<file path="config.mk">
export PLATFORM = sky130hd
export DESIGN_NAME = pulse_jet_valve_sequencer_flat
export DESIGN_NICKNAME = d
export VERILOG_FILES = /design/src/sv/pjvs_pkg.sv /design/src/sv/pjvs_in_if.sv /design/src/sv/pjvs_out_if.sv /design/src/sv/pulse_jet_valve_sequencer.sv /design/src/flat_wrapper.sv
export VERILOG_INCLUDE_DIRS = /design/src /design/src/sv
export SDC_FILE = /design/constraint.sdc
export NUM_CORES = 1
export LEC_CHECK = 0
export BUFFER_PORTS_ARGS = -buffer_cell sky130_fd_sc_hd__buf_2
export CORE_AREA = 10 10 145 147
export CTS_CLUSTER_DIAMETER = 100
export CTS_CLUSTER_SIZE = 8
export DETAILED_ROUTE_END_ITERATION = 10
export DIE_AREA = 0 0 155 157
export PLACE_DENSITY = 0.74
export RECOVER_POWER = 25
export SLEW_MARGIN = 30
export SYNTH_ARGS = -nofsm -noshare
export SYNTH_HDL_FRONTEND = slang
export SYNTH_SLANG_ARGS = --single-unit
</file>
<file path="constraint.sdc">
create_clock -name i_clk -period 4.1 [get_ports i_clk]
set_input_delay 0.615 -clock i_clk [delete_from_list [all_inputs] [get_ports i_clk]]
set_output_delay 0.615 -clock i_clk [all_outputs]
set_load 0.02 [all_outputs]
</file>
<file path="src/sv/pulse_jet_valve_sequencer_assert.svh">
// assertion macros shared by the sequencer rtl
`ifndef PULSE_JET_VALVE_SEQUENCER_ASSERT_SVH
`define PULSE_JET_VALVE_SEQUENCER_ASSERT_SVH

`ifndef SYNTHESIS

// clocked check, masked while reset is held
`define PJVS_ASSERT(lbl, clk, rst_n, prop, msg) \
    lbl: assert property (@(posedge clk) disable iff (!(rst_n)) (prop)) else $error(msg);

// clocked check that also holds during reset
`define PJVS_ASSERT_ALWAYS(lbl, clk, prop, msg) \
    lbl: assert property (@(posedge clk) (prop)) else $error(msg);

`else

`define PJVS_ASSERT(lbl, clk, rst_n, prop, msg)
`define PJVS_ASSERT_ALWAYS(lbl, clk, prop, msg)

`endif

`endif

</file>
<file path="src/sv/pjvs_pkg.sv">
package pjvs_pkg;

    // payload widths
    localparam int PRESSURE_W = 10;
    localparam int TICKS_W    = 16;
    localparam int DRIVE_W    = 8;
    localparam int SEL_W      = 3;
    localparam int CFG_IDX_W  = 3;
    localparam int CFG_DATA_W = 16;

    // register indexes on the configuration port
    typedef enum logic [CFG_IDX_W-1:0] {
        REG_WAIT_TICKS   = 3'd0,
        REG_PULSE_TICKS  = 3'd1,
        REG_GAP_TICKS    = 3'd2,
        REG_SETTLE_TICKS = 3'd3,
        REG_FAULT_THRESH = 3'd4,
        REG_MANUAL_TICKS = 3'd5
    } t_reg_idx;

    // register reset values
    localparam logic [TICKS_W-1:0]    WAIT_TICKS_RST   = 16'd3000;
    localparam logic [TICKS_W-1:0]    PULSE_TICKS_RST  = 16'd200;
    localparam logic [TICKS_W-1:0]    GAP_TICKS_RST    = 16'd500;
    localparam logic [TICKS_W-1:0]    SETTLE_TICKS_RST = 16'd100;
    localparam logic [PRESSURE_W-1:0] FAULT_THRESH_RST = 10'd819;
    localparam logic [TICKS_W-1:0]    MANUAL_TICKS_RST = 16'd200;

    // automatic sequence phases
    typedef enum logic [3:0] {
        PH_WAIT   = 4'b0001,
        PH_PULSE  = 4'b0010,
        PH_GAP    = 4'b0100,
        PH_SETTLE = 4'b1000
    } t_phase;

endpackage

</file>
<file path="src/sv/pjvs_in_if.sv">
interface pjvs_in_if;
    logic                                valid;
    logic                                ready;
    logic [pjvs_pkg::PRESSURE_W-1:0]     pressure;
    logic                                auto_select;
    logic                                inc_press;
    logic                                dec_press;
    logic                                enter_press;
    logic                                reset_press;

    modport source (
        output valid, pressure, auto_select, inc_press, dec_press, enter_press, reset_press,
        input  ready
    );
    modport sink (
        input  valid, pressure, auto_select, inc_press, dec_press, enter_press, reset_press,
        output ready
    );
endinterface

</file>
<file path="src/sv/pjvs_out_if.sv">
interface pjvs_out_if;
    logic                              valid;
    logic                              ready;
    logic [pjvs_pkg::DRIVE_W-1:0]      valve_drive;
    logic                              cycle_active;
    logic                              pressure_fault;
    logic [pjvs_pkg::TICKS_W-1:0]      cycle_total;
    logic [pjvs_pkg::SEL_W-1:0]        chosen_valve;
    logic                              store_count;

    modport source (
        output valid, valve_drive, cycle_active, pressure_fault, cycle_total,
               chosen_valve, store_count,
        input  ready
    );
    modport sink (
        input  valid, valve_drive, cycle_active, pressure_fault, cycle_total,
               chosen_valve, store_count,
        output ready
    );
endinterface

</file>
<file path="src/sv/pulse_jet_valve_sequencer.sv">
// pulse-jet filter cleaning sequencer: every input word is one 10 ms tick carrying a
// pressure sample, the auto/manual switch level and debounced button events, and it
// gives exactly one output word with the valve drive bits, the lamps, the cycle count,
// the manually selected valve and a store request for the count. one word is taken on
// every clock while the output side keeps up; the result appears in the cycle after the
// word is taken, held in a single output register that also decouples the two sides,
// so a stalled consumer only stops intake once that register is full and not read.
// the tick update is a handful of combinational 16-bit compares and counters.
// configuration registers (index: wait, pulse, gap, settle, fault threshold, manual length)
// use the plain write port; the user must write them only while no word is in flight, unenforced.
`include "pulse_jet_valve_sequencer_assert.svh"

module pulse_jet_valve_sequencer #(
    parameter int VALVE_COUNT = 8
) (
    input  logic                              i_clk,
    input  logic                              i_rst_n,
    input  logic                              i_cfg_we,
    input  logic [pjvs_pkg::CFG_IDX_W-1:0]    i_cfg_idx,
    input  logic [pjvs_pkg::CFG_DATA_W-1:0]   i_cfg_data,
    pjvs_in_if.sink                           i_in,
    pjvs_out_if.source                        o_out
);
    import pjvs_pkg::*;

    // valves reachable by selection and the all-valve firing
    localparam int SPAN = (VALVE_COUNT > 8) ? 8 : VALVE_COUNT;
    localparam int VI_W = (VALVE_COUNT > 1) ? $clog2(VALVE_COUNT) : 1;
    localparam logic [DRIVE_W-1:0] ALL_MASK  = DRIVE_W'((1 << SPAN) - 1);
    localparam logic [SEL_W-1:0]   SEL_LAST  = SEL_W'(SPAN - 1);
    localparam logic [VI_W-1:0]    VI_LAST   = VI_W'(VALVE_COUNT - 1);

    // configuration registers
    logic [TICKS_W-1:0]    r_wait_ticks;
    logic [TICKS_W-1:0]    r_pulse_ticks;
    logic [TICKS_W-1:0]    r_gap_ticks;
    logic [TICKS_W-1:0]    r_settle_ticks;
    logic [PRESSURE_W-1:0] r_fault_thresh;
    logic [TICKS_W-1:0]    r_manual_ticks;

    // sequencer state
    t_phase                r_phase,    n_phase;
    logic [TICKS_W-1:0]    r_phase_cnt, n_phase_cnt;
    logic [VI_W-1:0]       r_valve_idx, n_valve_idx;
    logic [TICKS_W-1:0]    r_cycles,   n_cycles;
    logic                  r_auto,     n_auto;
    logic [SEL_W-1:0]      r_sel,      n_sel;
    logic [TICKS_W-1:0]    r_man_cnt,  n_man_cnt;
    logic [DRIVE_W-1:0]    r_mask,     n_mask;
    logic                  r_active,   n_active;

    // output register
    logic                  r_out_valid;
    logic [DRIVE_W-1:0]    r_out_drive,  n_out_drive;
    logic                  r_out_fault,  n_out_fault;
    logic                  r_out_store,  n_out_store;

    logic                  w_accept;
    logic                  w_fault;
    logic                  w_busy;
    logic                  w_fired;
    logic [DRIVE_W-1:0]    w_auto_bits;

    // the output register frees up in the same clock it is read
    assign i_in.ready = !r_out_valid || o_out.ready;
    assign w_accept   = i_in.valid && i_in.ready;

    // ---------------------------------------------------------------- config port
    always_ff @(posedge i_clk) begin
        if (!i_rst_n) begin
            r_wait_ticks   <= WAIT_TICKS_RST;
            r_pulse_ticks  <= PULSE_TICKS_RST;
            r_gap_ticks    <= GAP_TICKS_RST;
            r_settle_ticks <= SETTLE_TICKS_RST;
            r_fault_thresh <= FAULT_THRESH_RST;
            r_manual_ticks <= MANUAL_TICKS_RST;
        end else if (i_cfg_we) begin
            unique case (t_reg_idx'(i_cfg_idx))
                REG_WAIT_TICKS:   r_wait_ticks   <= i_cfg_data;
                REG_PULSE_TICKS:  r_pulse_ticks  <= i_cfg_data;
                REG_GAP_TICKS:    r_gap_ticks    <= i_cfg_data;
                REG_SETTLE_TICKS: r_settle_ticks <= i_cfg_data;
                REG_FAULT_THRESH: r_fault_thresh <= i_cfg_data[PRESSURE_W-1:0];
                REG_MANUAL_TICKS: r_manual_ticks <= i_cfg_data;
                default: begin
                    // unused indexes are ignored
                end
            endcase
        end
    end

    // ---------------------------------------------------------------- tick update
    always_comb begin
        n_phase     = r_phase;
        n_phase_cnt = r_phase_cnt;
        n_valve_idx = r_valve_idx;
        n_cycles    = r_cycles;
        n_auto      = r_auto;
        n_sel       = r_sel;
        n_man_cnt   = r_man_cnt;
        n_mask      = r_mask;
        n_active    = r_active;
        n_out_store = 1'b0;
        w_auto_bits = '0;
        w_fired     = 1'b0;

        w_fault = i_in.pressure > r_fault_thresh;
        // a firing from an earlier tick locks out the manual buttons
        w_busy  = r_mask != '0;

        // reset button, judged by the mode held before this tick
        if (i_in.reset_press) begin
            if (r_auto) begin
                n_cycles    = '0;
                n_out_store = 1'b1;
            end else if (!w_busy) begin
                n_mask    = ALL_MASK;
                n_man_cnt = '0;
                w_fired   = 1'b1;
            end
        end

        // mode switch: leaving auto keeps the sequence where it stands
        if (!i_in.auto_select && r_auto) begin
            n_auto   = 1'b0;
            n_active = 1'b0;
        end else if (i_in.auto_select && !r_auto) begin
            n_auto = 1'b1;
        end

        // manual stepping with wrap, then enter fires the chosen valve
        if (!n_auto && !w_busy) begin
            if (i_in.inc_press) begin
                n_sel = (n_sel == SEL_LAST) ? '0 : n_sel + 1'b1;
            end
            if (i_in.dec_press) begin
                n_sel = (n_sel == '0) ? SEL_LAST : n_sel - 1'b1;
            end
            if (i_in.enter_press && !w_fired) begin
                n_mask    = DRIVE_W'(1) << n_sel;
                n_man_cnt = '0;
            end
        end

        // firing countdown, runs in either mode and through a fault
        if (n_mask != '0) begin
            if (n_man_cnt >= r_manual_ticks) begin
                n_mask    = '0;
                n_man_cnt = '0;
            end else begin
                n_man_cnt = n_man_cnt + 1'b1;
            end
        end

        // automatic sequence, held on a fault
        if (n_auto) begin
            if (w_fault) begin
                n_active = 1'b0;
            end else begin
                unique case (r_phase)
                    PH_WAIT: begin
                        n_active = 1'b0;
                        if (r_phase_cnt >= r_wait_ticks) begin
                            n_phase     = PH_PULSE;
                            n_phase_cnt = '0;
                            n_valve_idx = '0;
                            n_active    = 1'b1;
                            n_cycles    = n_cycles + 1'b1;
                            n_out_store = 1'b1;
                        end else begin
                            n_phase_cnt = r_phase_cnt + 1'b1;
                        end
                    end
                    PH_PULSE: begin
                        if (r_phase_cnt >= r_pulse_ticks) begin
                            n_phase     = PH_GAP;
                            n_phase_cnt = '0;
                        end else begin
                            n_phase_cnt = r_phase_cnt + 1'b1;
                            // valves from the ninth on have no drive bit
                            if (32'(r_valve_idx) < DRIVE_W) begin
                                w_auto_bits = DRIVE_W'(1) << r_valve_idx;
                            end
                        end
                    end
                    PH_GAP: begin
                        if (r_phase_cnt >= r_gap_ticks) begin
                            n_phase_cnt = '0;
                            if (r_valve_idx == VI_LAST) begin
                                n_phase     = PH_SETTLE;
                                n_active    = 1'b0;
                                n_valve_idx = '0;
                            end else begin
                                n_phase     = PH_PULSE;
                                n_valve_idx = r_valve_idx + 1'b1;
                            end
                        end else begin
                            n_phase_cnt = r_phase_cnt + 1'b1;
                        end
                    end
                    PH_SETTLE: begin
                        if (r_phase_cnt >= r_settle_ticks) begin
                            n_phase     = PH_WAIT;
                            n_phase_cnt = '0;
                        end else begin
                            n_phase_cnt = r_phase_cnt + 1'b1;
                        end
                    end
                    default: begin
                        n_phase     = PH_WAIT;
                        n_phase_cnt = '0;
                    end
                endcase
            end
        end

        n_out_fault = w_fault;
        n_out_drive = w_fault ? '0 : (w_auto_bits | n_mask);
    end

    // state advances only on a taken word
    always_ff @(posedge i_clk) begin
        if (!i_rst_n) begin
            r_phase     <= PH_WAIT;
            r_phase_cnt <= '0;
            r_valve_idx <= '0;
            r_cycles    <= '0;
            r_auto      <= 1'b0;
            r_sel       <= '0;
            r_man_cnt   <= '0;
            r_mask      <= '0;
            r_active    <= 1'b0;
        end else if (w_accept) begin
            r_phase     <= n_phase;
            r_phase_cnt <= n_phase_cnt;
            r_valve_idx <= n_valve_idx;
            r_cycles    <= n_cycles;
            r_auto      <= n_auto;
            r_sel       <= n_sel;
            r_man_cnt   <= n_man_cnt;
            r_mask      <= n_mask;
            r_active    <= n_active;
        end
    end

    // ---------------------------------------------------------------- output word
    always_ff @(posedge i_clk) begin
        if (!i_rst_n) begin
            r_out_valid <= 1'b0;
        end else if (w_accept) begin
            r_out_valid <= 1'b1;
        end else if (o_out.ready) begin
            r_out_valid <= 1'b0;
        end
    end

    // payload only, no reset needed
    always_ff @(posedge i_clk) begin
        if (w_accept) begin
            r_out_drive <= n_out_drive;
            r_out_fault <= n_out_fault;
            r_out_store <= n_out_store;
        end
    end

    // cycle count, lamp and selection come straight from the state just written
    assign o_out.valid          = r_out_valid;
    assign o_out.valve_drive    = r_out_drive;
    assign o_out.cycle_active   = r_active;
    assign o_out.pressure_fault = r_out_fault;
    assign o_out.cycle_total    = r_cycles;
    assign o_out.chosen_valve   = r_sel;
    assign o_out.store_count    = r_out_store;

    // ---------------------------------------------------------------- checks
    `PJVS_ASSERT(a_fault_closes_all, i_clk, i_rst_n, r_out_valid && r_out_fault |-> r_out_drive == '0, "valves open during pressure fault")
    `PJVS_ASSERT(a_active_needs_auto, i_clk, i_rst_n, r_active |-> r_auto, "cycle active lamp outside automatic mode")
    `PJVS_ASSERT(a_wait_not_active, i_clk, i_rst_n, r_phase == PH_WAIT |-> !r_active, "cycle active lamp in wait phase")
    `PJVS_ASSERT(a_mask_shape, i_clk, i_rst_n, r_mask != '0 |-> $onehot(r_mask) || r_mask == ALL_MASK, "manual firing mask malformed")
    `PJVS_ASSERT(a_accept_fills, i_clk, i_rst_n, w_accept |=> r_out_valid, "taken word produced no output word")
    `PJVS_ASSERT_ALWAYS(a_reset_empty, i_clk, !i_rst_n |=> !r_out_valid, "output word valid after reset")

endmodule
</file>
<file path="src/flat_wrapper.sv">
// flat-port wrapper written by rule: the top's interface ports become plain ports
module pulse_jet_valve_sequencer_flat import pjvs_pkg::*;
#(
    parameter int VALVE_COUNT = 8
)
  (i_clk, i_rst_n, i_cfg_we, i_cfg_idx, i_cfg_data, i_in_valid, i_in_pressure, i_in_auto_select, i_in_inc_press, i_in_dec_press, i_in_enter_press, i_in_reset_press, i_in_ready, o_out_valid, o_out_valve_drive, o_out_cycle_active, o_out_pressure_fault, o_out_cycle_total, o_out_chosen_valve, o_out_store_count, o_out_ready);
  pjvs_in_if i_in_i ();
  pjvs_out_if o_out_i ();
  input  logic i_clk;
  input  logic i_rst_n;
  input  logic i_cfg_we;
  input  logic [pjvs_pkg::CFG_IDX_W-1:0] i_cfg_idx;
  input  logic [pjvs_pkg::CFG_DATA_W-1:0] i_cfg_data;
  input wire logic [$bits(i_in_i.valid)-1:0] i_in_valid;
  input wire logic [$bits(i_in_i.pressure)-1:0] i_in_pressure;
  input wire logic [$bits(i_in_i.auto_select)-1:0] i_in_auto_select;
  input wire logic [$bits(i_in_i.inc_press)-1:0] i_in_inc_press;
  input wire logic [$bits(i_in_i.dec_press)-1:0] i_in_dec_press;
  input wire logic [$bits(i_in_i.enter_press)-1:0] i_in_enter_press;
  input wire logic [$bits(i_in_i.reset_press)-1:0] i_in_reset_press;
  output wire logic [$bits(i_in_i.ready)-1:0] i_in_ready;
  output wire logic [$bits(o_out_i.valid)-1:0] o_out_valid;
  output wire logic [$bits(o_out_i.valve_drive)-1:0] o_out_valve_drive;
  output wire logic [$bits(o_out_i.cycle_active)-1:0] o_out_cycle_active;
  output wire logic [$bits(o_out_i.pressure_fault)-1:0] o_out_pressure_fault;
  output wire logic [$bits(o_out_i.cycle_total)-1:0] o_out_cycle_total;
  output wire logic [$bits(o_out_i.chosen_valve)-1:0] o_out_chosen_valve;
  output wire logic [$bits(o_out_i.store_count)-1:0] o_out_store_count;
  input wire logic [$bits(o_out_i.ready)-1:0] o_out_ready;
  assign i_in_i.valid = i_in_valid;
  assign i_in_i.pressure = i_in_pressure;
  assign i_in_i.auto_select = i_in_auto_select;
  assign i_in_i.inc_press = i_in_inc_press;
  assign i_in_i.dec_press = i_in_dec_press;
  assign i_in_i.enter_press = i_in_enter_press;
  assign i_in_i.reset_press = i_in_reset_press;
  assign i_in_ready = i_in_i.ready;
  assign o_out_valid = o_out_i.valid;
  assign o_out_valve_drive = o_out_i.valve_drive;
  assign o_out_cycle_active = o_out_i.cycle_active;
  assign o_out_pressure_fault = o_out_i.pressure_fault;
  assign o_out_cycle_total = o_out_i.cycle_total;
  assign o_out_chosen_valve = o_out_i.chosen_valve;
  assign o_out_store_count = o_out_i.store_count;
  assign o_out_i.ready = o_out_ready;
  pulse_jet_valve_sequencer #(.VALVE_COUNT(VALVE_COUNT)) u_core (.i_clk(i_clk), .i_rst_n(i_rst_n), .i_cfg_we(i_cfg_we), .i_cfg_idx(i_cfg_idx), .i_cfg_data(i_cfg_data), .i_in(i_in_i), .o_out(o_out_i));
endmodule
</file>
---- Word-level counts from Yosys, hierarchy flattened ----
Cells that the tools add are included.
operators by class
  reductions and logical operators ........ 28
  $add $sub $neg .......................... 6
  equality and inequality tests ........... 15
  bitwise gates (word level) .............. 2
  shift operators ......................... 2
  mux-type cells .......................... 65
  $lt $le $gt $ge ......................... 6
operators by type and width
  operator                                                           number
  16-bit 2-to-1 mux                                                  17
  8-bit 2-to-1 mux                                                   11
  16-bit greater-or-equal comparator                                 5
  16-bit case mux with 4 select lines                                1
  16-bit by 1-bit adder with 16-bit output, second input constant    3
  3-bit 2-to-1 mux                                                   9
  4-bit 2-to-1 mux                                                   5
  1-bit 2-to-1 mux                                                   19
  4-bit case mux with 4 select lines                                 1
  8-bit nonzero test                                                 2
  1-bit by 3-bit << shifter with 8-bit output, first input constant  2
  2-bit AND reduction                                                7
  3-bit == test, second input constant                               4
  10-bit > comparator                                                1
  2-bit by 1-bit != test with 1-bit output, second input constant    4
  8-bit OR                                                           1
  7-bit AND reduction                                                1
  3-bit by 1-bit adder with 3-bit output, second input constant      2
  3-bit by 2-bit == test with 1-bit output, second input constant    2
  1-bit zero test                                                    6
  3-bit zero test                                                    2
  3-bit case mux with 2 select lines                                 1
  6-bit AND reduction                                                1
  1-bit logical AND                                                  5
  other kinds (11)                                                   12
storage, ports and cells
  register bits after elaboration ......... 169
  word-level logic and storage cells ...... 143
  output and inout bits ................... 32
  bits of input ports ..................... 39

---- Logic depth before layout (Yosys ltp) ----
Gate-level depths: netlist of run 1.
  word-level depth ........................ 17
  mapped depth ............................ 16
  mapped depth without buffers ............ 13

---- Worst setup path after synthesis of run 1 ----
OpenSTA, ideal clock, no wires.
  path kind ............................... flip-flop to flip-flop
  from .................................... reg u_core.r_mask[4]
  to ...................................... reg u_core.r_out_drive[0], in the netlist u_core.o_out.valve_drive[0], data pin
  data required time ...................... 3.948 ns
  cell stages (with the launch flop) ...... 16
  period minus slack after synthesis ...... 3.806 ns
  data arrival time ....................... 3.653 ns
  slack ................................... 0.294 ns
  setup time .............................. 0.152 ns
  buffers on the path ..................... 4
  cells stage by stage .................... dfxtp_1 or4_4 or2_1 buf_2 o21bai_1 clkbuf_1 clkbuf_1 and2_1 ha_1 a211oi_1 o21ai_0 a2111o_1 nand2_1 clkbuf_1 nand3_1 o21ai_0
on the way
  word-level cells in the longest chain between the ends .. 12
  elaborated cells between the ends (all ways) .. 23
  those cells by class .................... order compare (1); mux (15); bitwise (1); reduce/logical (6)
ends and longest elaborated chain
  what                                line                              source
  start, declared                     pulse_jet_valve_sequencer.sv:49   logic [DRIVE_W-1:0] r_mask, n_mask;
  start signal, assigned              pulse_jet_valve_sequencer.sv:241  r_mask <= n_mask;
  8-bit nonzero test                  pulse_jet_valve_sequencer.sv:109  w_busy = r_mask != '0;
  1-bit 2-to-1 mux                    pulse_jet_valve_sequencer.sv:116  end else if (!w_busy) begin
  1-bit 2-to-1 mux                    pulse_jet_valve_sequencer.sv:113  if (r_auto) begin
  1-bit 2-to-1 mux                    pulse_jet_valve_sequencer.sv:112  if (i_in.reset_press) begin
  1-bit zero test                     pulse_jet_valve_sequencer.sv:139  if (i_in.enter_press && !w_fired) begin
  1-bit logical AND                   pulse_jet_valve_sequencer.sv:139
  16-bit 2-to-1 mux                   pulse_jet_valve_sequencer.sv:139
  16-bit 2-to-1 mux                   pulse_jet_valve_sequencer.sv:132  if (!n_auto && !w_busy) begin
  16-bit greater-or-equal comparator  pulse_jet_valve_sequencer.sv:147  if (n_man_cnt >= r_manual_ticks) begin
  8-bit 2-to-1 mux                    pulse_jet_valve_sequencer.sv:147
  8-bit 2-to-1 mux *                  pulse_jet_valve_sequencer.sv:146  if (n_mask != '0) begin
  8-bit OR *                          pulse_jet_valve_sequencer.sv:218  n_out_drive = w_fault ? '0 : (w_auto_bits | n_mask);
  end signal, assigned                pulse_jet_valve_sequencer.sv:260  r_out_drive <= n_out_drive;
  end, declared                       pulse_jet_valve_sequencer.sv:54   logic [DRIVE_W-1:0] r_out_drive, n_out_drive;
Mark *: on every way between the ends. The rest lies on a longest branch, timed or not.
A chain may end at the register's enable or synchronous reset.

---- Worst setup path in the final report of run 1 ----
  from .................................... reg u_core.r_mask[0]
  to ...................................... reg u_core.r_out_drive[0], in the netlist u_core.o_out.valve_drive[0], data pin
The elaborated chain is that of the path after synthesis.

==> results of run 1 <==
## routing by layer
metal,part of all wire,track usage
met4,0.014,0.0621
met2,0.46,0.334
met3,0.065,0.0426
met1,0.46,0.282
met5,0,0
## area by class of cell
class | instances | area, um2 | area share
timing repair buffer | 86 | 473 | 0.0429
multi-input combinational | 878 | 5750 | 0.522
clock buffer | 20 | 489 | 0.0444
tap | 234 | 293 | 0.0266
sequential | 169 | 3480 | 0.316
clock inverter | 12 | 111 | 0.0101
inverter | 111 | 417 | 0.0378
## path summary, 6_finish.rpt
kind	slack, ns	cells past startpoint	end	from
worst max-delay path	0.17	12	u_core.o_out.valve_drive[0]	u_core.r_mask[0]
worst min-delay path	0.41	3	u_core.o_out.valid	i_in_valid
worst max register to register	0.17	12	u_core.o_out.valve_drive[0]	u_core.r_mask[0]
worst min register to register	0.45	2	u_core.r_manual_ticks[4]	u_core.r_manual_ticks[4]
## cells in the mapped netlist, types with 4 or more instances
cell	number
a211oi_1	13
nor3_1	15
and3_1	6
buf_2	4
o31ai_1	7
o21ai_1	7
and2_1	19
xnor2_1	6
o21bai_1	4
nor2b_1	10
edfxtp_1	10
a21o_1	7
dfxtp_1	159
nand4_1	15
nor2_1	42
a21oi_1	95
buf_1	6
mux2i_1	7
a22o_1	7
o2111ai_1	9
inv_1	109
o21a_1	6
or3_1	5
or2_2	5
a211o_1	6
and4_1	5
nand2_1	250
a311o_1	4
nand2b_1	8
nand4b_1	4
o211ai_1	37
clkbuf_1	34
nand3_1	59
buf_6	4
o311ai_2	8
ha_1	103
o21ai_0	36
## power by group through the flow
stage | clock, mW | combinational (mW) | sequential (mW)
2_1_floorplan | 0 | 0.406 | 1.83
3_3_place_gp | 0 | 0.603 | 1.81
3_5_place_dp | 0 | 0.618 | 1.81
4_1_cts | 1.65 | 0.626 | 1.77
5_1_grt | 1.72 | 0.706 | 1.78
6_report | 1.63 | 0.636 | 1.78
## critical path: cells and delay by family (launching register included)
kind	cells	cell delay, ns
flip-flops	1	0.33
AO/OA/AOI/OAI	5	1.48
AND/OR/NAND/NOR	5	1.37
buffers and inverters	1	0.23
adder cells (fa/ha/maj)	1	0.34
## cell families (layout without fill, tap and decap cells)
group,count (synthesis),count (layout)
simple gates,464,464
flops,169,169
xor+xnor,8,8
fa+ha+maj,103,103
mux,10,10
compound gates,293,293
buf+inv,159,229
## state kept, by name (all words and copies together), names as in the netlist, 10 cells and up
signal	count
u_core.r_gap_ticks	16
u_core.r_pulse_ticks	16
u_core.r_phase_cnt	16
u_core.r_man_cnt	16
u_core.r_wait_ticks	16
u_core.o_out.cycle_total	16
u_core.r_manual_ticks	16
u_core.r_fault_thresh	10
u_core.r_settle_ticks	16
## repair_timing
action                                 CTS  global route
endpoints found under the hold margin    0             0
setup endpoints to repair                0             6
hold buffers                             0             0
resized for setup                        0             1
## per-stage QoR
stage               power, mW  area (um2)   util
floorplan                2.23        9850      -
global placement         2.41       10400  0.568
detailed placement       2.43       10400  0.568
CTS                      4.05       11000  0.601
global route             4.21       11000  0.601
finish                   4.04       11000  0.601
==> impl_metrics.env, run 1 <==
export IMPL_status="finished with violations"
export IMPL_failed_checks="capacitance limit, slew limit"
export IMPL_rsz0062_at_grt="false"
export IMPL_cts_tree="done"
export IMPL_slew_headroom=-0.0730
export IMPL_layout_common_cells="nand2_1, dfxtp_1, inv_1"
export IMPL_grt_usage=0.210
export IMPL_critPathLaunchType="register"
export IMPL_min_period_over_period=0.958
export IMPL_critPathCaptureType="register"
export IMPL_power_density_nw_per_um2=367
export IMPL_critPathMostFrequentCell="o21ai_0"
export IMPL_vias=8858
export IMPL_worst_slack_ns=0.174
export IMPL_path_clk_slew_ns=0.07
export IMPL_yosys_cell_types_count=85
export IMPL_gp_congestion=0.870
export IMPL_rows=50
export IMPL_coreArea_um2=18300
export IMPL_crit_type="reg2reg"
export IMPL_num_antenna_cells=0
export IMPL_worst_path_max_delay_cell="or4_1"
export IMPL_synth_area_top_cells="dfxtp_1, ha_1, nand2_1"
export IMPL_p_leak_nw=4.50
export IMPL_htreeDepth=4
export IMPL_timing_hold_ws_ns=0.410
export IMPL_syn_nets=1348
export IMPL_syn_inst=1206
export IMPL_avgSynthCellArea_um2=8.16
export IMPL_clock_sinks=169
export IMPL_p_sw_mw=1.15
export IMPL_final_hold_viol_count=0
export IMPL_viasPerCell=5.87
export IMPL_firstDrtPassIters=5
export IMPL_cp_data_required_time_ns=4.36
export IMPL_synthAdderAreaFrac=0.131
export IMPL_vdd_drop_max_v=0.000314
export IMPL_grt_pass1_wl_um=42300
export IMPL_finish_net_count=1405
export IMPL_synthArstFlopShare=0
export IMPL_p_clk_frac=0.403
export IMPL_synth_top_family_by_area="simple AND/OR/NAND/NOR gates"
export IMPL_tightestPinTransition_ns=1.61
export IMPL_synth_top_cell_area_share=0.323
export IMPL_numCtsBuffers=17
export IMPL_crit_fanout=17
export IMPL_post_drt_wl_per_cell_um=16.9
export IMPL_ys_ff_latch=169
export IMPL_clk_latency_ns=0.44
export IMPL_p_comb_frac=0.157
export IMPL_ant_nets=0
export IMPL_layout_commonest_cell="nand2_1"
export IMPL_pwr_share_seq=0.440
export IMPL_place_hpwl_um=18300
export IMPL_place_ws_ns=0.227
export IMPL_synthMuxAreaShare=0.0109
export IMPL_antenna_found_initial=0
export IMPL_die_w_um=155
export IMPL_hp_class="in2reg"
export IMPL_finalMaxSlewViolations=72
export IMPL_ys_seq_area_frac=0.354
export IMPL_first_global_vias=8265
export IMPL_p_int_mw=2.89
export IMPL_io_pin_count=71
export IMPL_dr_first_iter_drc_count=648
export IMPL_fin_crit_ns=3.93
export IMPL_post_cts_setup_buffers=0
export IMPL_setup_violations=0
export IMPL_max_stage_delay_ns=0.60
export IMPL_die_area_um2=24300
export IMPL_die_h_um=157
export IMPL_initial_utilization=0.537
export IMPL_place_inst=1477
export IMPL_synth_compound_area_frac=0.213
export IMPL_fin_cells=1510
export IMPL_clockRootBuffer="clkbuf_16"
export IMPL_fillerInstances=1659
export IMPL_synth_edf_count=10
export IMPL_port_buffers=70
export IMPL_crit_chain="or4_1 -> or2_1 -> o21bai_1 -> buf_12 -> and2_1 -> ha_1 -> a21oi_1 -> o21ai_0 -> a2111o_1 -> nand2_2 -> nand3_1 -> o21ai_0"
export IMPL_maxCapViolations=1
export IMPL_finalWirelength_um=25600
export IMPL_finClkSkew_ns=0.0102
export IMPL_tns_ns=0
export IMPL_synth_simple_area_share=0.220
export IMPL_drc=0
export IMPL_swShare=0.285
export IMPL_synth_area_um2=9850
export IMPL_area_delta_synth_final_pct=11.8
export IMPL_grt_overflow=0
export IMPL_fmax_ghz=0.255
export IMPL_synth_top_cell_by_area="dfxtp_1"
export IMPL_grt_start_max_net_pins=89
export IMPL_synth_xor_area_frac=0.00712
export IMPL_yosys_warnings=0
export IMPL_drive_above_1_share=0.122
export IMPL_arrival_ns=4.18
export IMPL_clock_path_buffers=2
export IMPL_ys_flop_type="dfxtp_1"
No activity file was read; power rests on OpenSTA's default activity.
==> inputs of run 2 (changes only) <==
- ABC_AREA: not set -> 1
- CORE_AREA: 10 10 145 147 -> 10 10 148 150
- DIE_AREA: 0 0 155 157 -> 0 0 158 160
- PLACE_DENSITY: 0.74 -> 0.73
==> run 2 against run 1 <==
- the flow still finishes with violations (capacitance limit, slew limit)
- synthesized area grew 3.4%
- first-iteration DRC count grew 16%
- sequential share of layout area fell by 0.86 points
- sequential power down 2%
- highest routed layer unchanged
==> impl_metrics.env, run 2 <==
export IMPL_die_area_um2=25300
export IMPL_htreeDepth=4
export IMPL_numCtsBuffers=17
export IMPL_timing_hold_ws_ns=0.458
export IMPL_synthArstFlopShare=0
export IMPL_avgSynthCellArea_um2=7.06
export IMPL_layout_commonest_cell="nand2_1"
export IMPL_die_h_um=160
export IMPL_coreArea_um2=19100
export IMPL_synth_area_top_cells="dfxtp_1, ha_1, nand2_1"
export IMPL_tightestPinTransition_ns=2.45
export IMPL_synth_xor_area_frac=0.0103
export IMPL_post_cts_setup_buffers=0
export IMPL_syn_nets=1584
export IMPL_drive_above_1_share=0.104
export IMPL_fmax_ghz=0.287
export IMPL_min_period_over_period=0.850
export IMPL_cts_tree="done"
export IMPL_firstDrtPassIters=6
export IMPL_finClkSkew_ns=0.0126
export IMPL_met2_usage=0.323
export IMPL_clk_latency_ns=0.44
export IMPL_critPathCaptureType="register"
export IMPL_ant_nets=0
export IMPL_grt_usage=0.204
export IMPL_clockRootBuffer="clkbuf_16"
export IMPL_fin_cells=1750
export IMPL_crit_fanout=61
export IMPL_hp_class="reg2reg"
export IMPL_synth_area_um2=10200
export IMPL_clock_sinks=169
export IMPL_fillerInstances=1755
export IMPL_path_clk_slew_ns=0.07
export IMPL_ys_seq_area_frac=0.342
export IMPL_top_usage_layer="met2"
export IMPL_min_from="u_core.r_gap_ticks[9]"
export IMPL_failed_checks="capacitance limit, slew limit"
export IMPL_reg2regPathDepth=19
export IMPL_vias=9458
export IMPL_layout_common_cells="nand2_1, inv_1, a21oi_1"
export IMPL_synthAdderAreaFrac=0.127
export IMPL_post_drt_wl_per_cell_um=14.5
export IMPL_post_cts_resized=0
export IMPL_drc=0
export IMPL_dr_first_iter_drc_count=749
export IMPL_area_delta_synth_final_pct=11.2
export IMPL_finalWirelength_um=25400
export IMPL_place_hpwl_um=18600
export IMPL_slew_headroom=-0.634
export IMPL_grt_start_max_net_pins=62
export IMPL_finish_net_count=1641
export IMPL_rsz0062_at_grt="false"
export IMPL_syn_inst=1442
export IMPL_p_leak_nw=5.09
export IMPL_synth_edf_count=10
export IMPL_grt_overflow=0
export IMPL_ys_ff_latch=169
export IMPL_num_antenna_cells=0
export IMPL_crit_type="in2reg"
export IMPL_groute_layer_met3_usage=0.0521
export IMPL_yosys_cell_types_count=43
export IMPL_r2r_setup_slack_ns=0.75
export IMPL_worst_slack_ns=0.616
export IMPL_yosys_warnings=0
export IMPL_synth_compound_area_frac=0.183
export IMPL_grt_met1_usage=0.273
export IMPL_first_global_vias=8892
export IMPL_gp_congestion=0.899
export IMPL_synthMuxAreaShare=0
export IMPL_vdd_drop_max_v=0.000299
export IMPL_ys_flop_type="dfxtp_1"
export IMPL_fin_crit_ns=3.48
export IMPL_r2r_start="u_core.r_mask[4]"
export IMPL_grt_pass1_wl_um=42600
export IMPL_setup_violations=0
export IMPL_critPathLaunchType="primary input"
export IMPL_multi_input_area_um2=5740
export IMPL_die_w_um=158
export IMPL_rr_endpoint="u_core.r_man_cnt[12]"
export IMPL_synth_top_family_by_area="simple AND/OR/NAND/NOR gates"
export IMPL_power_density_nw_per_um2=341
export IMPL_synth_simple_area_share=0.244
export IMPL_cp_data_required_time_ns=4.47
export IMPL_io_pin_count=71
export IMPL_arrival_ns=3.86
export IMPL_rows=51
export IMPL_tns_ns=0
export IMPL_seq_area_um2=3480
export IMPL_viasPerCell=5.40
export IMPL_hold_buffers=0
export IMPL_antenna_found_initial=0
export IMPL_place_inst=1718
export IMPL_clock_path_buffers=2
export IMPL_ys_top_cells_by_count="nand2_1, inv_1, a21oi_1"
export IMPL_status="finished with violations"
export IMPL_synth_top_cell_by_area="dfxtp_1"
export IMPL_finalMaxSlewViolations=62
export IMPL_yosysMostFrequentCell="nand2_1"
export IMPL_port_buffers=70
export IMPL_whs_endpoint="u_core.r_gap_ticks[9]"
export IMPL_synth_top_cell_area_share=0.313
export IMPL_initial_utilization=0.534
export IMPL_whs_path_depth=2
export IMPL_final_hold_viol_count=0
export IMPL_maxCapViolations=1
export IMPL_place_ws_ns=0.501
==> run 2: critical path: stages <==
cell and delay [ns]:
clkbuf_1 1.70, clkbuf_2 1.05, o21ai_0 0.25, a21oi_1 0.17
==> run 2: logic make-up (layout without fill, tap and decap cells) <==
kind of cell,count (synthesis),count (layout)
simple gates,573,573
compound gates,338,338
buf+inv,247,317
fa+ha+maj,103,103
flops,169,169
xor+xnor,12,12
==> run 2: worst max path at each step <==
stage	start	endpoint	slack, ns	cells past startpoint
after floorplan	i_in_reset_press	u_core.r_man_cnt[8]	0.98	22
after global placement	i_in_reset_press	u_core.r_man_cnt[14]	0.61	19
after detailed placement	i_in_reset_press	u_core.r_man_cnt[13]	0.50	19
after CTS	u_core.o_out.chosen_valve[0]	u_core.r_man_cnt[4]	0.77	22
after global routing	i_rst_n	u_core.r_gap_ticks[11]	0.25	4
final	i_rst_n	u_core.r_pulse_ticks[12]	0.62	4
==> run 2: area by class of cell <==
cell class / count / share of cell area
multi-input cells: 1026 / 0.507
flip-flops and latches: 169 / 0.308
inverters: 200 / 0.0663
clock buffers: 24 / 0.0471
repair buffers: 85 / 0.0386
well taps: 238 / 0.0263
clock inverters: 8 / 0.00707
==> run 2: routing by layer <==
metal  up-vias  routed length, um  share of wire
li1       4911                  -              -
met1      4288              12100           0.48
met2       235              11400           0.45
met4         0                349          0.014
met3        24               1520          0.060
met5         -                  0              0
==> run 2: per-stage QoR <==
stage	power [mW]	instance area (um2)	utilization
2_1_floorplan	2.10	10200	-
3_3_place_gp	2.23	10700	0.563
3_5_place_dp	2.24	10700	0.563
4_1_cts	3.89	11400	0.595
5_1_grt	4.03	11300	0.593
6_report	3.86	11300	0.593
==> run 2: power by group <==
part	internal (mW)	leakage, nW	total [mW]	switching (mW)
registers	1.72	1.39	1.74	0.0223
logic	0.145	3.40	0.462	0.317
clock network	0.972	0.296	1.66	0.689
==> inputs of run 3 (changes only) <==
- ABC_AREA: 1 -> 0
- CORE_AREA: 10 10 148 150 -> 10 10 145 147
- DIE_AREA: 0 0 158 160 -> 0 0 155 157
- PLACE_DENSITY: 0.73 -> 0.74
- clock period: 4.1 -> 3.1 ns (I/O delays scaled with it)
==> run 3 against run 2 <==
- non-clock buffer count grew 54
- design area grew 3.9%
- combinational power grew 130%
- sequential share of layout area shrank 1.1 points
- clock skew shrank 0.0061 ns
- largest power group unchanged
- routed wire length grew 4.5%
- the run ends with capacitance limit, slew limit, setup timing left
- first-iteration DRC count shrank 12%
==> impl_metrics.env, run 3 (synthesized netlist as in run 1, its figures left out) <==
export IMPL_status="finished with violations"
export IMPL_failed_checks="capacitance limit, slew limit, setup timing"
export IMPL_cp_data_required_time_ns=3.39
export IMPL_worst_slack_ns=-0.380
export IMPL_p_leak_nw=4.87
export IMPL_grt_usage=0.214
export IMPL_hold_buffers=0
export IMPL_hp_class="in2reg"
export IMPL_grt_start_max_net_pins=64
export IMPL_post_drt_wl_per_cell_um=16.9
export IMPL_clockRootBuffer="clkbuf_16"
export IMPL_gp_congestion=0.866
export IMPL_antenna_found_initial=0
export IMPL_grt_pass1_wl_um=43000
export IMPL_finalWirelength_um=26500
export IMPL_place_inst=1525
export IMPL_tightestPinTransition_ns=2.05
export IMPL_finClkSkew_ns=0.00650
export IMPL_die_area_um2=24300
export IMPL_num_antenna_cells=0
export IMPL_drc=0
export IMPL_max_stage_delay_ns=0.53
export IMPL_fin_crit_ns=3.48
export IMPL_coreArea_um2=18300
export IMPL_viasPerCell=5.82
export IMPL_worst_path_max_delay_cell="or4_4"
export IMPL_ant_nets=0
export IMPL_numCtsBuffers=17
export IMPL_final_hold_viol_count=0
export IMPL_fmax_ghz=0.287
export IMPL_crit_fanout=6
export IMPL_vias=9121
export IMPL_initial_utilization=0.537
export IMPL_first_global_vias=8792
export IMPL_critPathCaptureType="register"
export IMPL_maxCapViolations=2
export IMPL_layout_common_cells="nand2_1, dfxtp_1, inv_1"
export IMPL_finalMaxSlewViolations=77
export IMPL_clock_path_buffers=2
export IMPL_vdd_drop_max_v=0.000415
export IMPL_io_pin_count=71
export IMPL_die_h_um=157
export IMPL_area_delta_synth_final_pct=19.4
export IMPL_htreeDepth=4
export IMPL_crit_chain="or4_4 -> or2_4 -> o21bai_4 -> and2_4 -> ha_4 -> a211o_1 -> o211ai_1 -> a21oi_2 -> a2111o_1 -> nand2_4 -> buf_6 -> nand3_2 -> o21ai_2"
export IMPL_firstDrtPassIters=7
export IMPL_clk_latency_ns=0.43
export IMPL_critPathLaunchType="register"
export IMPL_slew_headroom=-0.367
export IMPL_crit_type="reg2reg"
export IMPL_arrival_ns=3.77
export IMPL_utilization=0.642
export IMPL_rows=50
export IMPL_cts_tree="done"
export IMPL_fin_cells=1566
export IMPL_min_period_over_period=1.12
export IMPL_clock_sinks=169
export IMPL_path_clk_slew_ns=0.06
export IMPL_power_density_nw_per_um2=486
export IMPL_r2r_setup_slack_ns=-0.38
export IMPL_rsz0062_at_grt="true"
export IMPL_finish_net_count=1461
export IMPL_port_buffers=70
export IMPL_dr_first_iter_drc_count=659
export IMPL_grt_overflow=0
export IMPL_place_hpwl_um=18800
export IMPL_layout_commonest_cell="nand2_1"
export IMPL_die_w_um=155
export IMPL_setup_violations=32
export IMPL_drive_above_1_share=0.192
export IMPL_critPathBufInv=1
export IMPL_crit_family="compound AO/OA/AOI/OAI gates"
run 3: cell types whose count changed in the layout (fill, tap and decap cells not counted), moves of 9 or more:
cell      delta
o21ai_0     -84
inv_1       -81
nor2_1      -78
a21oi_1     -76
buf_4       +53
nand2_1     -45
nand3_1     -18
nand4_1     -13
a211oi_1    +10
and2_4      +10
buf_2       +10
nor2_2      -10
nor2b_1     +10
and2_1       +9
run 3: area by class of cell:
type,instances,area [um2]
clock inverters,5,103
flip-flops and latches,169,3490
clock buffers,27,544
well taps,234,293
repair buffers,139,866
inverters,111,417
multi-input cells,881,6050
fillers,1510,6570
run 3: power breakdown:
part | total (mW) | internal, mW | switching [mW]
registers | 2.34 | 2.29 | 0.0512
clock network | 2.31 | 1.45 | 0.862
logic | 1.07 | 0.438 | 0.635
run 3: per-layer routing:
| layer | global-route usage | share of wire |
|---|---|---|
| met1 | 0.286 | 0.47 |
| met2 | 0.332 | 0.45 |
| met3 | 0.0448 | 0.059 |
| met4 | 0.0814 | 0.023 |
| met5 | 0 | 0 |
run 3: path summary, 6_finish.rpt:
kind,start,to,cells past startpoint
worst max-delay path,u_core.r_mask[4],u_core.o_out.valve_drive[1],13
worst min-delay path,i_in_valid,u_core.o_out.valid,3
worst max register to register,u_core.r_mask[4],u_core.o_out.valve_drive[1],13
worst min register to register,u_core.r_pulse_ticks[14],u_core.r_pulse_ticks[14],2
run 3: worst register-to-register path: cells and delay by family (launching register included):
kind,cells,cell delay [ns]
flip-flops,1,0.32
buffers and inverters,1,0.13
adder cells (fa/ha/maj),1,0.21
AO/OA/AOI/OAI,6,1.38
AND/OR/NAND/NOR,5,1.29
run 3: what timing repair did:
item,4_1_cts,5_1_grt
cloned,3,0
gates resized for setup,16,45
endpoints found under the hold margin,0,0
pin swaps,17,21
setup endpoints to repair,32,50
setup buffers,2,4
run 3: through the flow:
step           power [mW]  area, um2  setup TNS [ns]  setup slack [ns]  hold WS (ns)
6_report             5.72      11800           -9.21            -0.380         0.269
5_1_grt              5.95      11800          -10.77            -0.442         0.281
4_1_cts              5.65      11600           -7.26            -0.293         0.263
3_5_place_dp         3.30      10800           -8.86            -0.369         0.446
3_3_place_gp         3.28      10800           -7.06            -0.280         0.442
2_1_floorplan        3.02       9940           -9.18            -0.373         0.434
